**config.mk**
```make
export PLATFORM = sky130hd
export DESIGN_NAME = integer_square_root
export DESIGN_NICKNAME = d
export VERILOG_FILES = /design/src/rtl/core/isqrt_pkg.sv /design/src/rtl/core/integer_square_root.sv /design/src/rtl/core/isqrt_div.sv /design/src/rtl/core/isqrt_dp.sv /design/src/rtl/core/isqrt_ctrl.sv
export SDC_FILE = /design/constraint.sdc
export NUM_CORES = 1
export LEC_CHECK = 0
export BUFFER_PORTS_ARGS = -buffer_cell sky130_fd_sc_hd__clkbuf_2
export CAP_MARGIN = 20
export CORE_MARGIN = 2
export CORE_UTILIZATION = 65
export DETAILED_ROUTE_END_ITERATION = 10
export PLACE_DENSITY = 0.83
export RECOVER_POWER = 25
export SLEW_MARGIN = 20
export SYNTH_ARGS = -nofsm -noshare
export SYNTH_HDL_FRONTEND = slang
export SYNTH_SLANG_ARGS = --single-unit
```
**constraint.sdc**
```tcl
create_clock -name clock -period 12.37 [get_ports clock]
set_clock_uncertainty 0.1 [all_clocks]
set_input_delay 1.237 -clock clock [delete_from_list [all_inputs] [get_ports clock]]
set_output_delay 1.237 -clock clock [all_outputs]
set_load 0.02 [all_outputs]
```
**src/rtl/core/isqrt_pkg.sv**
```systemverilog
// isqrt_pkg: types and constants shared by the integer square root block.
// Used by isqrt_ctrl, isqrt_dp and integer_square_root. No dependencies.
package isqrt_pkg;

   localparam int VALUE_WIDTH = 32;
   localparam int ROOT_WIDTH  = 16;
   localparam int STEP_WIDTH  = 2;

   // Newton step numbering, 0 to 3; step two rounds up.
   localparam logic [STEP_WIDTH-1:0] ROUND_STEP = 2'd2;
   localparam logic [STEP_WIDTH-1:0] LAST_STEP  = 2'd3;

   typedef enum logic [2:0] {
      ST_IDLE,
      ST_CHECK,
      ST_SEED,
      ST_DIV_START,
      ST_DIV,
      ST_FINISH
   } state_type;

   typedef struct packed {
      logic load;
      logic seed_small;
      logic est_step;
      logic div_start;
      logic update;
      logic add_one;
      logic out_load;
   } ctrl_cmd_type;

   typedef struct packed {
      logic trivial;
      logic est_last;
      logic div_done;
   } dp_status_type;

endpackage

```
**src/rtl/core/integer_square_root.sv**
```systemverilog
// integer_square_root: top level, controller plus datapath.
// Depends on isqrt_pkg, isqrt_ctrl, isqrt_dp (and isqrt_div below it).
//
// Usage:
//   req_* carries one operand per beat: the low DATA_WIDTH bits of req_tdata,
//   read as two's complement. rsp_* returns one root per operand, in order.
//   Zero or negative gives 0, one to three gives 1; larger operands run a
//   seed search (the estimate doubles for each pair of operand bits above the lowest pair)
//   and four Newton steps, each a division on the shared radix-4 divider.
// One operand is in work at a time; req_tready is high only while idle.
// The result sits in an output register; a new operand is taken while it
// waits, and a finished result is held until rsp_tready takes it.
// Reset (synchronous) drops any operand in work and any pending result.
module integer_square_root #(
   parameter int DATA_WIDTH = 32
) (
   input  logic        clock,
   input  logic        reset,
   input  logic        req_tvalid,
   output logic        req_tready,
   input  logic [31:0] req_tdata,   // [31:0] value
   output logic        rsp_tvalid,
   input  logic        rsp_tready,
   output logic [15:0] rsp_tdata    // [15:0] root
);

   isqrt_pkg::ctrl_cmd_type  cmd;
   isqrt_pkg::dp_status_type status;

   isqrt_ctrl u_ctrl (
      .clock     (clock),
      .reset     (reset),
      .req_valid (req_tvalid),
      .req_ready (req_tready),
      .rsp_valid (rsp_tvalid),
      .rsp_ready (rsp_tready),
      .status    (status),
      .cmd       (cmd)
   );

   isqrt_dp #(
      .DATA_WIDTH(DATA_WIDTH)
   ) u_dp (
      .clock  (clock),
      .reset  (reset),
      .value  (req_tdata),
      .cmd    (cmd),
      .status (status),
      .root   (rsp_tdata)
   );

endmodule

```
**src/rtl/core/isqrt_div.sv**
```systemverilog
// isqrt_div: unsigned restoring divider, two quotient bits per cycle.
// Standalone; instantiated by isqrt_dp. A zero divisor gives quotient 0.
module isqrt_div #(
   parameter int DATA_WIDTH = 32
) (
   input  logic                  clock,
   input  logic                  reset,
   input  logic                  start,
   input  logic [DATA_WIDTH-1:0] dividend,
   input  logic [DATA_WIDTH-1:0] divisor,
   output logic                  done,
   output logic [DATA_WIDTH-1:0] quotient
);

   localparam int PAD_WIDTH = DATA_WIDTH + (DATA_WIDTH % 2);
   localparam int STEPS     = PAD_WIDTH / 2;
   localparam int CNT_WIDTH = $clog2(STEPS + 1);

   logic [DATA_WIDTH-1:0] rem_ff, rem_in;
   logic [PAD_WIDTH-1:0]  quo_ff, quo_in;
   logic [DATA_WIDTH-1:0] den_ff, den_in;
   logic [CNT_WIDTH-1:0]  cnt_ff, cnt_in;
   logic                  run_ff, run_in;
   logic                  done_ff, done_in;
   logic                  dzero_ff, dzero_in;

   logic [DATA_WIDTH:0]   den_ext;
   logic [DATA_WIDTH:0]   part_a, part_b, sub_a, sub_b;
   logic                  ge_a, ge_b;

   always_comb begin
      den_ext = {1'b0, den_ff};
      part_a  = {rem_ff, quo_ff[PAD_WIDTH-1]};
      ge_a    = part_a >= den_ext;
      sub_a   = ge_a ? (part_a - den_ext) : part_a;
      part_b  = {sub_a[DATA_WIDTH-1:0], quo_ff[PAD_WIDTH-2]};
      ge_b    = part_b >= den_ext;
      sub_b   = ge_b ? (part_b - den_ext) : part_b;
   end

   always_comb begin
      rem_in   = rem_ff;
      quo_in   = quo_ff;
      den_in   = den_ff;
      cnt_in   = cnt_ff;
      run_in   = run_ff;
      done_in  = 1'b0;
      dzero_in = dzero_ff;
      if (start) begin
         rem_in   = '0;
         quo_in   = PAD_WIDTH'(dividend);
         den_in   = divisor;
         dzero_in = (divisor == '0);
         cnt_in   = CNT_WIDTH'(STEPS);
         run_in   = 1'b1;
      end else if (run_ff) begin
         rem_in = sub_b[DATA_WIDTH-1:0];
         quo_in = {quo_ff[PAD_WIDTH-3:0], ge_a, ge_b};
         cnt_in = cnt_ff - CNT_WIDTH'(1);
         if (cnt_ff == CNT_WIDTH'(1)) begin
            run_in  = 1'b0;
            done_in = 1'b1;
         end
      end
   end

   always_ff @(posedge clock) begin
      if (reset) begin
         cnt_ff  <= '0;
         run_ff  <= 1'b0;
         done_ff <= 1'b0;
      end else begin
         cnt_ff  <= cnt_in;
         run_ff  <= run_in;
         done_ff <= done_in;
      end
   end

   always_ff @(posedge clock) begin
      rem_ff   <= rem_in;
      quo_ff   <= quo_in;
      den_ff   <= den_in;
      dzero_ff <= dzero_in;
   end

   assign done     = done_ff;
   assign quotient = dzero_ff ? '0 : quo_ff[DATA_WIDTH-1:0];

endmodule

```
**src/rtl/core/isqrt_dp.sv**
```systemverilog
// isqrt_dp: operand, estimate and result registers with the shared divider.
// Depends on isqrt_pkg and isqrt_div; driven by commands from isqrt_ctrl.
module isqrt_dp #(
   parameter int DATA_WIDTH = 32
) (
   input  logic                                 clock,
   input  logic                                 reset,
   input  logic [isqrt_pkg::VALUE_WIDTH-1:0]    value,
   input  isqrt_pkg::ctrl_cmd_type              cmd,
   output isqrt_pkg::dp_status_type             status,
   output logic [isqrt_pkg::ROOT_WIDTH-1:0]     root
);

   logic [DATA_WIDTH-1:0] v_ff, v_in;
   logic [DATA_WIDTH-1:0] j_ff, j_in;
   logic [DATA_WIDTH-1:0] e_ff, e_in;
   logic                  nonpos_ff, nonpos_in;
   logic                  trivial_ff, trivial_in;
   logic [isqrt_pkg::ROOT_WIDTH-1:0] root_ff, root_in;

   logic [DATA_WIDTH-1:0] v_new;
   logic [DATA_WIDTH-1:0] j_next;
   logic                  est_last;
   logic [DATA_WIDTH-1:0] quot;
   logic                  div_done;
   logic [DATA_WIDTH:0]   sum;

   isqrt_div #(
      .DATA_WIDTH(DATA_WIDTH)
   ) u_div (
      .clock    (clock),
      .reset    (reset),
      .start    (cmd.div_start),
      .dividend (v_ff),
      .divisor  (e_ff),
      .done     (div_done),
      .quotient (quot)
   );

   always_comb begin
      v_new    = value[DATA_WIDTH-1:0];
      j_next   = j_ff >> 2;
      est_last = (j_next == '0);
      sum      = {1'b0, e_ff} + {1'b0, quot} + (DATA_WIDTH+1)'(cmd.add_one);
   end

   always_comb begin
      v_in       = v_ff;
      j_in       = j_ff;
      e_in       = e_ff;
      nonpos_in  = nonpos_ff;
      trivial_in = trivial_ff;
      root_in    = root_ff;
      if (cmd.load) begin
         v_in       = v_new;
         j_in       = v_new;
         e_in       = DATA_WIDTH'(1);
         nonpos_in  = v_new[DATA_WIDTH-1] | (v_new == '0);
         trivial_in = v_new[DATA_WIDTH-1] | (v_new <= DATA_WIDTH'(3));
      end
      if (cmd.seed_small) begin
         e_in = nonpos_ff ? '0 : DATA_WIDTH'(1);
      end
      if (cmd.est_step) begin
         if (est_last) begin
            e_in = e_ff - DATA_WIDTH'(1);
         end else begin
            j_in = j_next;
            e_in = e_ff << 1;
         end
      end
      if (cmd.update) begin
         e_in = sum[DATA_WIDTH:1];
      end
      if (cmd.out_load) begin
         root_in = isqrt_pkg::ROOT_WIDTH'(e_ff);
      end
   end

   always_ff @(posedge clock) begin
      v_ff       <= v_in;
      j_ff       <= j_in;
      e_ff       <= e_in;
      nonpos_ff  <= nonpos_in;
      trivial_ff <= trivial_in;
      root_ff    <= root_in;
   end

   assign status.trivial  = trivial_ff;
   assign status.est_last = est_last;
   assign status.div_done = div_done;
   assign root            = root_ff;

endmodule

```
**src/rtl/core/isqrt_ctrl.sv**
```systemverilog
// isqrt_ctrl: sequencer for seed search, four Newton steps and result beat.
// Depends on isqrt_pkg; commands isqrt_dp and owns the output valid flag.
module isqrt_ctrl (
   input  logic                        clock,
   input  logic                        reset,
   input  logic                        req_valid,
   output logic                        req_ready,
   output logic                        rsp_valid,
   input  logic                        rsp_ready,
   input  isqrt_pkg::dp_status_type    status,
   output isqrt_pkg::ctrl_cmd_type     cmd
);

   isqrt_pkg::state_type state_ff, state_in;
   logic [isqrt_pkg::STEP_WIDTH-1:0] step_ff, step_in;
   logic rsp_valid_ff, rsp_valid_in;

   // next state
   always_comb begin
      state_in = state_ff;
      step_in  = step_ff;
      case (state_ff)
         isqrt_pkg::ST_IDLE: begin
            step_in = '0;
            if (req_valid) state_in = isqrt_pkg::ST_CHECK;
         end
         isqrt_pkg::ST_CHECK: begin
            state_in = status.trivial ? isqrt_pkg::ST_FINISH : isqrt_pkg::ST_SEED;
         end
         isqrt_pkg::ST_SEED: begin
            if (status.est_last) state_in = isqrt_pkg::ST_DIV_START;
         end
         isqrt_pkg::ST_DIV_START: begin
            state_in = isqrt_pkg::ST_DIV;
         end
         isqrt_pkg::ST_DIV: begin
            if (status.div_done) begin
               step_in = step_ff + isqrt_pkg::STEP_WIDTH'(1);
               if (step_ff == isqrt_pkg::LAST_STEP) state_in = isqrt_pkg::ST_FINISH;
               else state_in = isqrt_pkg::ST_DIV_START;
            end
         end
         isqrt_pkg::ST_FINISH: begin
            if (!rsp_valid_ff || rsp_ready) state_in = isqrt_pkg::ST_IDLE;
         end
         default: begin
            state_in = isqrt_pkg::ST_IDLE;
         end
      endcase
   end

   // outputs
   always_comb begin
      cmd            = '0;
      cmd.load       = (state_ff == isqrt_pkg::ST_IDLE) && req_valid;
      cmd.seed_small = (state_ff == isqrt_pkg::ST_CHECK) && status.trivial;
      cmd.est_step   = (state_ff == isqrt_pkg::ST_SEED);
      cmd.div_start  = (state_ff == isqrt_pkg::ST_DIV_START);
      cmd.update     = (state_ff == isqrt_pkg::ST_DIV) && status.div_done;
      cmd.add_one    = (step_ff == isqrt_pkg::ROUND_STEP);
      cmd.out_load   = (state_ff == isqrt_pkg::ST_FINISH) && (!rsp_valid_ff || rsp_ready);
      req_ready      = (state_ff == isqrt_pkg::ST_IDLE);
   end

   always_comb begin
      rsp_valid_in = rsp_valid_ff;
      if (cmd.out_load) rsp_valid_in = 1'b1;
      else if (rsp_ready) rsp_valid_in = 1'b0;
   end

   always_ff @(posedge clock) begin
      if (reset) begin
         state_ff     <= isqrt_pkg::ST_IDLE;
         step_ff      <= '0;
         rsp_valid_ff <= 1'b0;
      end else begin
         state_ff     <= state_in;
         step_ff      <= step_in;
         rsp_valid_ff <= rsp_valid_in;
      end
   end

   assign rsp_valid = rsp_valid_ff;

endmodule

```
After elaboration in Yosys (flattened, before gate mapping)
Index checks and enable logic that the tools add are counted.
Cells by class
  muxes and demuxes: 31
  equality and inequality tests: 12
  reductions and logical operators: 18
  add/sub/neg operators: 7
  multipliers: 0
  shift operators: 0
  div/mod/pow operators: 0
  bitwise operators: 3
  order comparisons: 3
Operators with widths (number)
  $mux 32: 13
  $logic_not 32->1: 3
  $ge 33x32->1: 2
  $sub 32x32->32: 2
  $add 32x32->33: 1
  $add 33x1->33: 1
  $le 32x2->1 const B: 1
  $sub 32x1->32 const B: 1
  $mux 3: 6
  $pmux 3 s6: 1
  $mux 5: 2
  $mux 1: 7
  $eq 3x2->1 const B: 2
  $eq 3x3->1 const B: 2
  $ne 2x1->1 const B: 3
  $reduce_bool 2->1: 3
  $eq 5x1->1 const B: 1
  $sub 5x1->5 const B: 1
  $eq 2x2->1 const B: 2
  $logic_and 1x1->1: 4
  $pmux 2 s2: 1
  $reduce_and 4->1: 1
  $reduce_bool 4->1: 1
  $eq 3x1->1 const B: 1
  other kinds (11): 12
Word-level totals
  flip-flop bits (word level): 224
  memory bits (read-only): 0
  latch bits: 0
  bits in writable memories: 0
  memories kept: 0

Longest topological paths before layout
Gate-level depths: netlist of the first run.
  depth in word-level cells: 6
  gate-level depth with buffers: 27

Modules after synthesis
From an unflattened synthesis of the first run, not the netlist that was laid out.
Unflattened totals
  cells, all modules: 1642
  area total of the unflattened synthesis: 15295.9 µm²
By module, submodules not included
  isqrt_div: area each 8094.0 µm², sequential area each 2732.6 µm², cells each 898, times used 1
  isqrt_dp: area each 6731.5 µm², sequential area each 3062.9 µm², cells each 686, times used 1
  isqrt_ctrl: area each 470.5 µm², sequential area each 120.1 µm², cells each 58, times used 1

Worst setup path after synthesis of the first run
Ideal clock, no wire load.
  path kind: flip-flop to flip-flop
  start point: reg u_dp.u_div.den_ff[1]
  end point: reg u_dp.u_div.rem_ff[2]
  setup time: 0.117 ns
  buffers on the path: 3
  slack: 6.878 ns
  data required time: 12.153 ns
  arrival: 5.275 ns
  clock period less this slack: 5.492 ns
  stages on the path, launching flop included: 26
  cell sequence: edfxtp_1 -> inv_1 -> ha_1 -> nor2b_1 -> o31a_1 -> o21ai_1 -> a311o_1 -> nand2_1 -> a31oi_1 -> clkbuf_1 -> clkbuf_1 -> nand2_1 -> o21ai_0 -> ha_1 -> a21oi_1 -> nand2_1 -> o21ai_0 -> o31ai_1 -> a21bo_2 -> a21oi_1 -> nor3_1 -> o21a_1 -> nor3_1 -> buf_2 -> mux2_1 -> a22o_1
Between the ends
  cells in the longest elaborated chain, start to end: 4
  elaborated cells on any way between the ends: 6
Ends and longest elaborated chain
  from (decl): line isqrt_div.sv:21  | logic [DATA_WIDTH-1:0] den_ff, den_in;
  from (signal assigned): line isqrt_div.sv:82  | den_ff <= den_in;
  $sub 32x32->32 / $ge 33x32->1 (equally long branches): line isqrt_div.sv:35, isqrt_div.sv:34
  $mux 32: line isqrt_div.sv:35  | sub_a = ge_a ? (part_a - den_ext) : part_a;
  $sub 32x32->32 / $ge 33x32->1 (equally long branches): line isqrt_div.sv:38, isqrt_div.sv:37
  $mux 32 (*): line isqrt_div.sv:38  | sub_b = ge_b ? (part_b - den_ext) : part_b;
  to (signal assigned): line isqrt_div.sv:80  | rem_ff <= rem_in;
  to (decl): line isqrt_div.sv:19  | logic [DATA_WIDTH-1:0] rem_ff, rem_in;
Mark *: on every way between the ends. The rest lies on a longest branch, timed or not.
A chain may end at the register's enable or synchronous reset.

Final worst setup path of the first run
  start point: reg u_dp.u_div.den_ff[1]
  end point: reg u_dp.u_div.rem_ff[20]
Same word-level chain as after synthesis.

==> results of run 1 <==
==> metal layers <==
| layer | wire, um | vias up |
|---|---|---|
| li1 | - | 5903 |
| met1 | 14600 | 5719 |
| met2 | 17000 | 489 |
| met3 | 2380 | 100 |
| met4 | 1340 | 0 |
| met5 | 0 | - |
==> power groups by stage <==
stage          logic (mW)  registers, mW  clock network, mW
4_1_cts              2.19           1.18              0.833
2_1_floorplan        1.76           1.12                  0
6_report             2.23           1.19              0.825
3_5_place_dp         2.16           1.19                  0
3_3_place_gp         2.09           1.18                  0
5_1_grt              2.45           1.21              0.861
==> metrics by stage <==
step           hold slack [ns]  instances  worst slack (ns)   util
6_report                 0.382       1922              6.14  0.728
5_1_grt                  0.402       1922              5.69  0.728
4_1_cts                  0.382       1921              6.16  0.729
3_5_place_dp             0.374       1875              6.20  0.688
3_3_place_gp             0.363       1875              6.40  0.688
2_1_floorplan            0.342       1594              6.88      -
==> worst max path at each step <==
stage	from	end	slack, ns	cells past startpoint
detailed placement	u_dp.u_div.den_ff[1]	u_dp.u_div.rem_ff[2]	6.20	23
CTS	u_dp.u_div.den_ff[1]	u_dp.u_div.rem_ff[20]	6.16	23
finish	u_dp.u_div.den_ff[1]	u_dp.u_div.rem_ff[20]	6.14	23
global route	u_dp.u_div.den_ff[1]	u_dp.u_div.rem_ff[20]	5.69	23
global placement	u_dp.u_div.den_ff[1]	u_dp.u_div.rem_ff[2]	6.40	23
floorplan	u_dp.u_div.den_ff[1]	u_dp.u_div.rem_ff[2]	6.88	25
==> final cells by class <==
cell class,count,area [um2],share of cell area
sequential,222,5920,0.371
multi-input combinational,1246,8190,0.514
timing repair buffer,68,347,0.0217
clock buffer,30,654,0.0410
tap,280,350,0.0220
inverter,60,225,0.0141
clock inverter,16,263,0.0165
==> placed cells by master, fill, tap and decap left out, drive strengths merged, types with 8 or more instances in the layout <==
| master | n |
|---|---|
| inv | 63 |
| xnor2 | 52 |
| a31oi | 10 |
| nor2b | 43 |
| ha | 101 |
| nand3 | 16 |
| mux2i | 63 |
| nor4 | 26 |
| o21ai | 152 |
| xor2 | 36 |
| o21a | 10 |
| o21bai | 15 |
| edfxtp | 147 |
| nor2 | 103 |
| buf | 14 |
| a221oi | 12 |
| nand2 | 224 |
| nand4 | 20 |
| clkbuf | 84 |
| dfxtp | 75 |
| a21o | 46 |
| nor3 | 31 |
| a21oi | 128 |
| nand2b | 12 |
| and2 | 8 |
| a211oi | 9 |
| o22ai | 25 |
==> registers in the layout, summed over array words and instances, names as in the netlist <==
name,count
u_ctrl.rsp_valid,1
u_dp.u_div.den_ff,32
u_dp.j_ff,30
u_ctrl.step_ff,2
u_ctrl.state_ff,3
u_dp.u_div.quo_ff,32
u_dp.trivial_ff,1
u_dp.u_div.rem_ff,32
u_dp.u_div.run_ff,1
u_dp.v_ff,32
u_dp.root,16
u_dp.nonpos_ff,1
u_dp.u_div.dzero_ff,1
u_dp.u_div.done,1
u_dp.e_ff,32
u_dp.u_div.cnt_ff,5
==> worst reg2reg max path, cell delays in order, from the launching register on <==
cell and delay, ns:
edfxtp_1 0.36, inv_1 0.16, ha_1 0.28, nor2b_1 0.14
o31a_1 0.27, o21ai_1 0.19, a311o_1 0.19, nand2_1 0.16
a31oi_4 0.54, buf_4 0.49, o21ai_0 0.24, ha_1 0.40
a21o_1 0.21, a21o_1 0.17, a21o_1 0.19, a22oi_1 0.16
a21bo_2 0.27, a21oi_1 0.27, nor3_1 0.09, o21a_1 0.20
nor3_2 0.20, buf_4 0.40, mux2i_1 0.29, a21oi_1 0.12
==> kinds of logic after synthesis <==
| group | Yosys count | share of synthesized area |
|---|---|---|
| simple gates | 525 | 0.175 |
| mux | 70 | 0.0486 |
| compound gates | 459 | 0.191 |
| flops | 222 | 0.406 |
| buf+inv | 126 | 0.0366 |
| xor+xnor | 88 | 0.0529 |
| fa+ha+maj | 104 | 0.0908 |
==> impl_results.md, run 1 <==
- Mapped Nets: 1734
- Routed len/inst: 18.4 um
- Register area share after synthesis: 0.406
- P_int: 2.44 mW
- H-tree depth: 1
- Measured slew at the worst slew-check pin: 1.04 ns
- Share of power burned in registers: 0.280
- Drt drc: 0
- Post-synth top area share: 0.303
- Count leader, synth: nand2_1
- Cells after synthesis: 1594
- Synth cell count leaders: nand2_1 (224), edfxtp_1 (147), o21ai_0 (138)
- Met3 Use GR: 0.0406
- Largest net degree at the start of global routing: 69
- RSZ-0062 raised after global routing: false
- Slew HR: 0.309
- Worst Hold Class: reg -> reg
- Area leader, netlist: edfxtp_1
- Net load switching power: 1.80 mW
- Post-route cell area: 15900 um2
- Most Used Layer, Global Route: met2
- Most frequent CP cell: a21o_1
- Final nets: 1763
- Total negative slack: 0 ns
- Worst R2R Path Depth: 23
- Placer Congestion: 0.951
- Ys Warns: 0
- Top cells by area, synth: edfxtp_1 (30%), dfxtp_1 (10%), ha_1 (8.7%), nand2_1 (5.8%), o21ai_0 (4.7%)
- Vias per cell: 6.35
- Finish-stage setup viols: 0
- Share of layout cells above drive strength 1: 0.0749
- Delay of the slowest critical-path stage: 0.54 ns
- Routed Wire Length: 35300 um
- Buffers on Ports: 53
- Post-synth cell types: 82
- Final HPWL DP: 25100 um
- Predominant post-synthesis flop cell: edfxtp_1
- Fin. Hold Viols: 0
- WHS Endpoint: u_dp.j_ff[9]
- Initial core utilization: 0.666
- Area growth syn-to-layout: 9.33%
- Post-cts sizing count: 0
- Status: finished clean
- Reg-to-Reg Start: u_dp.u_div.den_ff[1]
- Fillers: 1615
- Synthesized flop and latch total: 222
- Vias in the first global route: 11878
- Max-cap viol count: 0
- Core Region: 21900 um2
- Initial DRC count: 950
- Clk_lat worst skew: 0.54 ns
- Post-route ant nets: 0
- CTS max path bufs: 3
- Crit path buf inv count: 3
- Die Ht: 154 um
- Worst min-delay path startpoint: u_dp.j_ff[11]
- Combinational power share: 0.526
- Sw Share: 0.425
- Die Width: 154 um
- CP max stage cell: a31oi_4
- M1 GR Usage: 0.375
- Worst Path Required: 12.67 ns
- FFs w/ async S/R, synth: 0
- Slew Limit Fails: 0
- Row count: 54
- CTS tree: yes
- Clock share of power: 0.195
- Total GRT Usage: 0.294
- Via count: 12211
- Setup CP Type: reg -> reg
- CTS Root Cell: clkbuf_16
- FF-to-FF End: u_dp.u_div.rem_ff[20]
- Tcrit/Tclk final: 0.504
- Setup bufs post-CTS: 0
- Syn Std Cell Area: 14600 um2
- Cts hold-fix bufs: 0
- Initial antenna violation count: 1
- EDFF count, synth: 147
- Maximum vdd drop: 0.000162 V
- CP top delay family: compound AO/OA/AOI/OAI gates
- First-pass GRT wire length: 57800 um
- GR met2 Demand/Resource: 0.513
- Top Ports: 54
- Tmin final: 6.23 ns
- N_diodes: 0
- Worst hold path stage count: 2
- FMAX: 160 MHz
- Syn avg cell area: 9.15 um2
- Leak: 6.47 nW
- Grt ovf: 0
- Critical Path Fanout Max: 43
- DRT Pass-1 Iters: 5
- CTS buffer count: 25
- Dpl cell area: 15100 um2
- Worst-path cell chain: inv_1 -> ha_1 -> nor2b_1 -> o31a_1 -> o21ai_1 -> a311o_1 -> nand2_1 -> a31oi_4 -> buf_4 -> o21ai_0 -> ha_1 -> a21o_1 -> a21o_1 -> a21o_1 -> a22oi_1 -> a21bo_2 -> a21oi_1 -> nor3_1 -> o21a_1 -> nor3_2 -> buf_4 -> mux2i_1 -> a21oi_1
- Crit path capture type: register
- Critical Path Source Type: register
- Pwr per Cell Area: 266 nW/um2
- Clk sinks: 222
- Worst-path clk slew: 0.06 ns
- Worst EP arrival: 6.53 ns
- R2R Setup Slk: 6.14 ns
- Die ar.: 23600 um2
- Total Power: 4.24 mW
(Power assumes the default switching activity.)
==> run 2, diff against run 1 <==
--- a/config.mk
+++ b/config.mk
@@ -5,12 +5,13 @@
 export SDC_FILE = /design/constraint.sdc
 export NUM_CORES = 1
 export LEC_CHECK = 0
+export ABC_AREA = 1
 export BUFFER_PORTS_ARGS = -buffer_cell sky130_fd_sc_hd__clkbuf_2
 export CAP_MARGIN = 20
 export CORE_MARGIN = 2
-export CORE_UTILIZATION = 65
+export CORE_UTILIZATION = 64
 export DETAILED_ROUTE_END_ITERATION = 10
-export PLACE_DENSITY = 0.83
+export PLACE_DENSITY = 0.82
 export RECOVER_POWER = 25
 export SLEW_MARGIN = 20
 export SYNTH_ARGS = -nofsm -noshare
==> constraint.sdc (replaced) <==
create_clock -name clock -period 6.3 [get_ports clock]
set_clock_uncertainty 0.1 [all_clocks]
set_input_delay 0.63 -clock clock [delete_from_list [all_inputs] [get_ports clock]]
set_output_delay 0.63 -clock clock [all_outputs]
set_load 0.02 [all_outputs]
==> run 2 against run 1 <==
Compared with the run above:
- critical path depth up 2
- worst setup slack lost 5.0 ns
- die area grew 16%
- clock power increased by 75%
- sequential power rose by 110%
- synthesized cell count is 48% higher
- combinational power increased by 25%
- register-to-register slack got worse by 5.0 ns
- critical endpoint is now u_dp.u_div.rem_ff[17]
- largest cell class unchanged
==> impl_results.md, run 2 <==
- Status: finished clean
- Placer Congestion: 1.04
- Syn Std Cell Area: 16700 um2
- Initial DRC count: 2156
- Setup WS pre-CTS: 1.39 ns
- Pwr per Cell Area: 374 nW/um2
- FMAX: 192 MHz
- Largest net degree at the start of global routing: 96
- Setup bufs post-CTS: 0
- Leak: 8.69 nW
- Initial core utilization: 0.646
- Worst Hold Class: in -> reg
- Fin. Hold Viols: 0
- Clk_lat worst skew: 0.55 ns
- First-pass GRT wire length: 82400 um
- Slew Limit Fails: 0
- Critical Path Source Type: register
- N_diodes: 0
- CP Launch Point: u_dp.u_div.quo_ff[31]
- RSZ-0062 raised after global routing: false
- Synthesized flop and latch total: 222
- Post-Layout Cell Count: 2748
- Routed len/inst: 19.6 um
- Buffers on Ports: 53
- Total negative slack: 0 ns
- Post-synth top area share: 0.265
- Cells after synthesis: 2357
- Area leader, netlist: edfxtp_1
- Tcrit/Tclk final: 0.827
- Worst Path Required: 6.63 ns
- Setup CP Type: reg -> reg
- EDFF count, synth: 147
- Synth cell count leaders: nand2_1 (683), inv_1 (303), nor2_1 (241)
- Most common cell after layout, fill and taps aside: nand2_1
- Drt drc: 0
- Total GRT Usage: 0.391
- Dpl cell area: 17200 um2
- Fin Hold WS: 0.224 ns
- Grt ovf: 0
- Measured slew at the worst slew-check pin: 1.07 ns
- Initial antenna violation count: 0
- CTS Root Cell: clkbuf_16
- Worst R2R Path Depth: 25
- Row count: 59
- FFs w/ async S/R, synth: 0
- Tmin final: 5.21 ns
- Mapped Nets: 2497
- Cts hold-fix bufs: 0
- Post-synth cell types: 51
- Final nets: 2534
- CP endpoint: u_dp.u_div.rem_ff[17]
- Die Ht: 165 um
- CTS buffer count: 25
- Total placed cells including tap cells: 2702
- Share of layout cells above drive strength 1: 0.0655
- CTS max path bufs: 3
- Critical Path Fanout Max: 32
- Syn avg cell area: 7.08 um2
- Clk sinks: 222
- Top Ports: 54
- Post-cts sizing count: 0
- CTS tree: yes
- Crit path capture type: register
- Die ar.: 27400 um2
- Vias in the first global route: 15606
- Final setup margin: 1.09 ns
- Reg-to-Reg Start: u_dp.u_div.quo_ff[31]
- Routed Wire Length: 53900 um
- Worst EP arrival: 5.54 ns
- Final HPWL DP: 41200 um
- Register area share after synthesis: 0.355
- Count leader, synth: nand2_1
- Core Region: 25800 um2
- R2R Setup Slk: 1.09 ns
- Die Width: 165 um
- Vias per cell: 5.94
- Slew HR: 0.284
- H-tree depth: 1
- Maximum vdd drop: 0.000426 V
- Max-cap viol count: 0
- Worst-path clk slew: 0.06 ns
- FF-to-FF End: u_dp.u_div.rem_ff[17]
- Post-route ant nets: 0
- DRT Pass-1 Iters: 6
- Post-route cell area: 18000 um2
- Predominant post-synthesis flop cell: edfxtp_1
- Most frequent cells in the layout: nand2_1 (683), inv_1 (303), nor2_1 (237), edfxtp_1 (147), o21ai_0 (146)
- Finish-stage setup viols: 0
- Via count: 16324
- Area growth syn-to-layout: 7.64%
- Top cells by area, synth: edfxtp_1 (26%), nand2_1 (15%), dfxtp_1 (9.0%), ha_1 (7.6%), inv_1 (6.8%)
- Ys Warns: 0
- Worst hold path stage count: 1
-- run 2: changes by cell type after synthesis, sizes merged, moves of 19 or more --
cell / change
nand2: +474
inv: +256
nor2: +155
nand3: +136
mux2i: -63
nor2b: -43
a21o: -34
a31oi: +30
o22ai: -21
o21ai: +19
-- run 2: where the power goes --
part	switching [mW]	internal, mW	leakage [nW]
clock	0.616	0.825	0.380
combinational	1.92	0.867	6.32
sequential	0.413	2.08	1.99
total	2.95	3.78	8.69
-- run 2: logic make-up (layout without fill, tap and decap cells) --
| group | Yosys count | count (layout) | synth area share |
|---|---|---|---|
| compound gates | 389 | 389 | 0.129 |
| flops | 222 | 222 | 0.355 |
| simple gates | 1202 | 1202 | 0.314 |
| fa+ha+maj | 104 | 104 | 0.0794 |
| xor+xnor | 66 | 66 | 0.0347 |
| buf+inv | 374 | 430 | 0.0882 |
-- run 2: how the worst min path moves through the flow --
stage | from | endpoint | slack, ns
after floorplan | u_dp.u_div.rem_ff[31] | u_dp.u_div.rem_ff[31] | 0.34
after global placement | u_dp.u_div.rem_ff[31] | u_dp.u_div.rem_ff[31] | 0.35
after detailed placement | u_dp.u_div.rem_ff[31] | u_dp.u_div.rem_ff[31] | 0.37
after CTS | req_tdata[6] | u_dp.v_ff[6] | 0.18
after global routing | req_tdata[1] | u_dp.v_ff[1] | 0.22
final | req_tdata[19] | u_dp.v_ff[19] | 0.22
-- run 2: worst max-delay path, cell delays in order (launching register included) --
cell and delay (ns):
edfxtp_1 0.39, inv_1 0.11, ha_1 0.15, inv_1 0.12, fa_1 0.46, nand2_1 0.09, nand3_1 0.08, and2_1 0.19
nand3_1 0.08, nand3b_1 0.31, nand2_1 0.23, nand2_1 0.07, nand2_1 0.06, nand3_1 0.10, nand2_1 0.16, inv_1 0.06
ha_1 0.39, nand2_1 0.19, nor4_1 0.55, a31oi_1 0.22, nand2_4 0.16, inv_2 0.04, nand3_2 0.44, nand2_1 0.15
nand3_1 0.11, nand2_1 0.05
-- run 2: layer usage --
layer,global-route usage,wire length (um),part of all wire,vias up
met5,0,0,0,-
met4,0.231,3420,0.064,0
met3,0.0587,3780,0.070,187
met2,0.657,25400,0.47,822
met1,0.477,21300,0.39,7479
li1,-,-,-,7836
-- run 2: metrics by stage --
step	util	total power [mW]
final	0.695	6.72
after global routing	0.695	7.07
after CTS	0.697	6.63
after detailed placement	0.666	5.18
after global placement	0.666	5.08
after floorplan	-	4.34
-- run 2: final cells by class --
cell class | instances | area [um2]
timing repair buffer | 66 | 313
inverter | 318 | 1190
multi-input combinational | 1761 | 9310
clock inverter | 14 | 154
clock buffer | 32 | 652
sequential | 222 | 5920
tap | 335 | 419
fill | 2191 | 7880
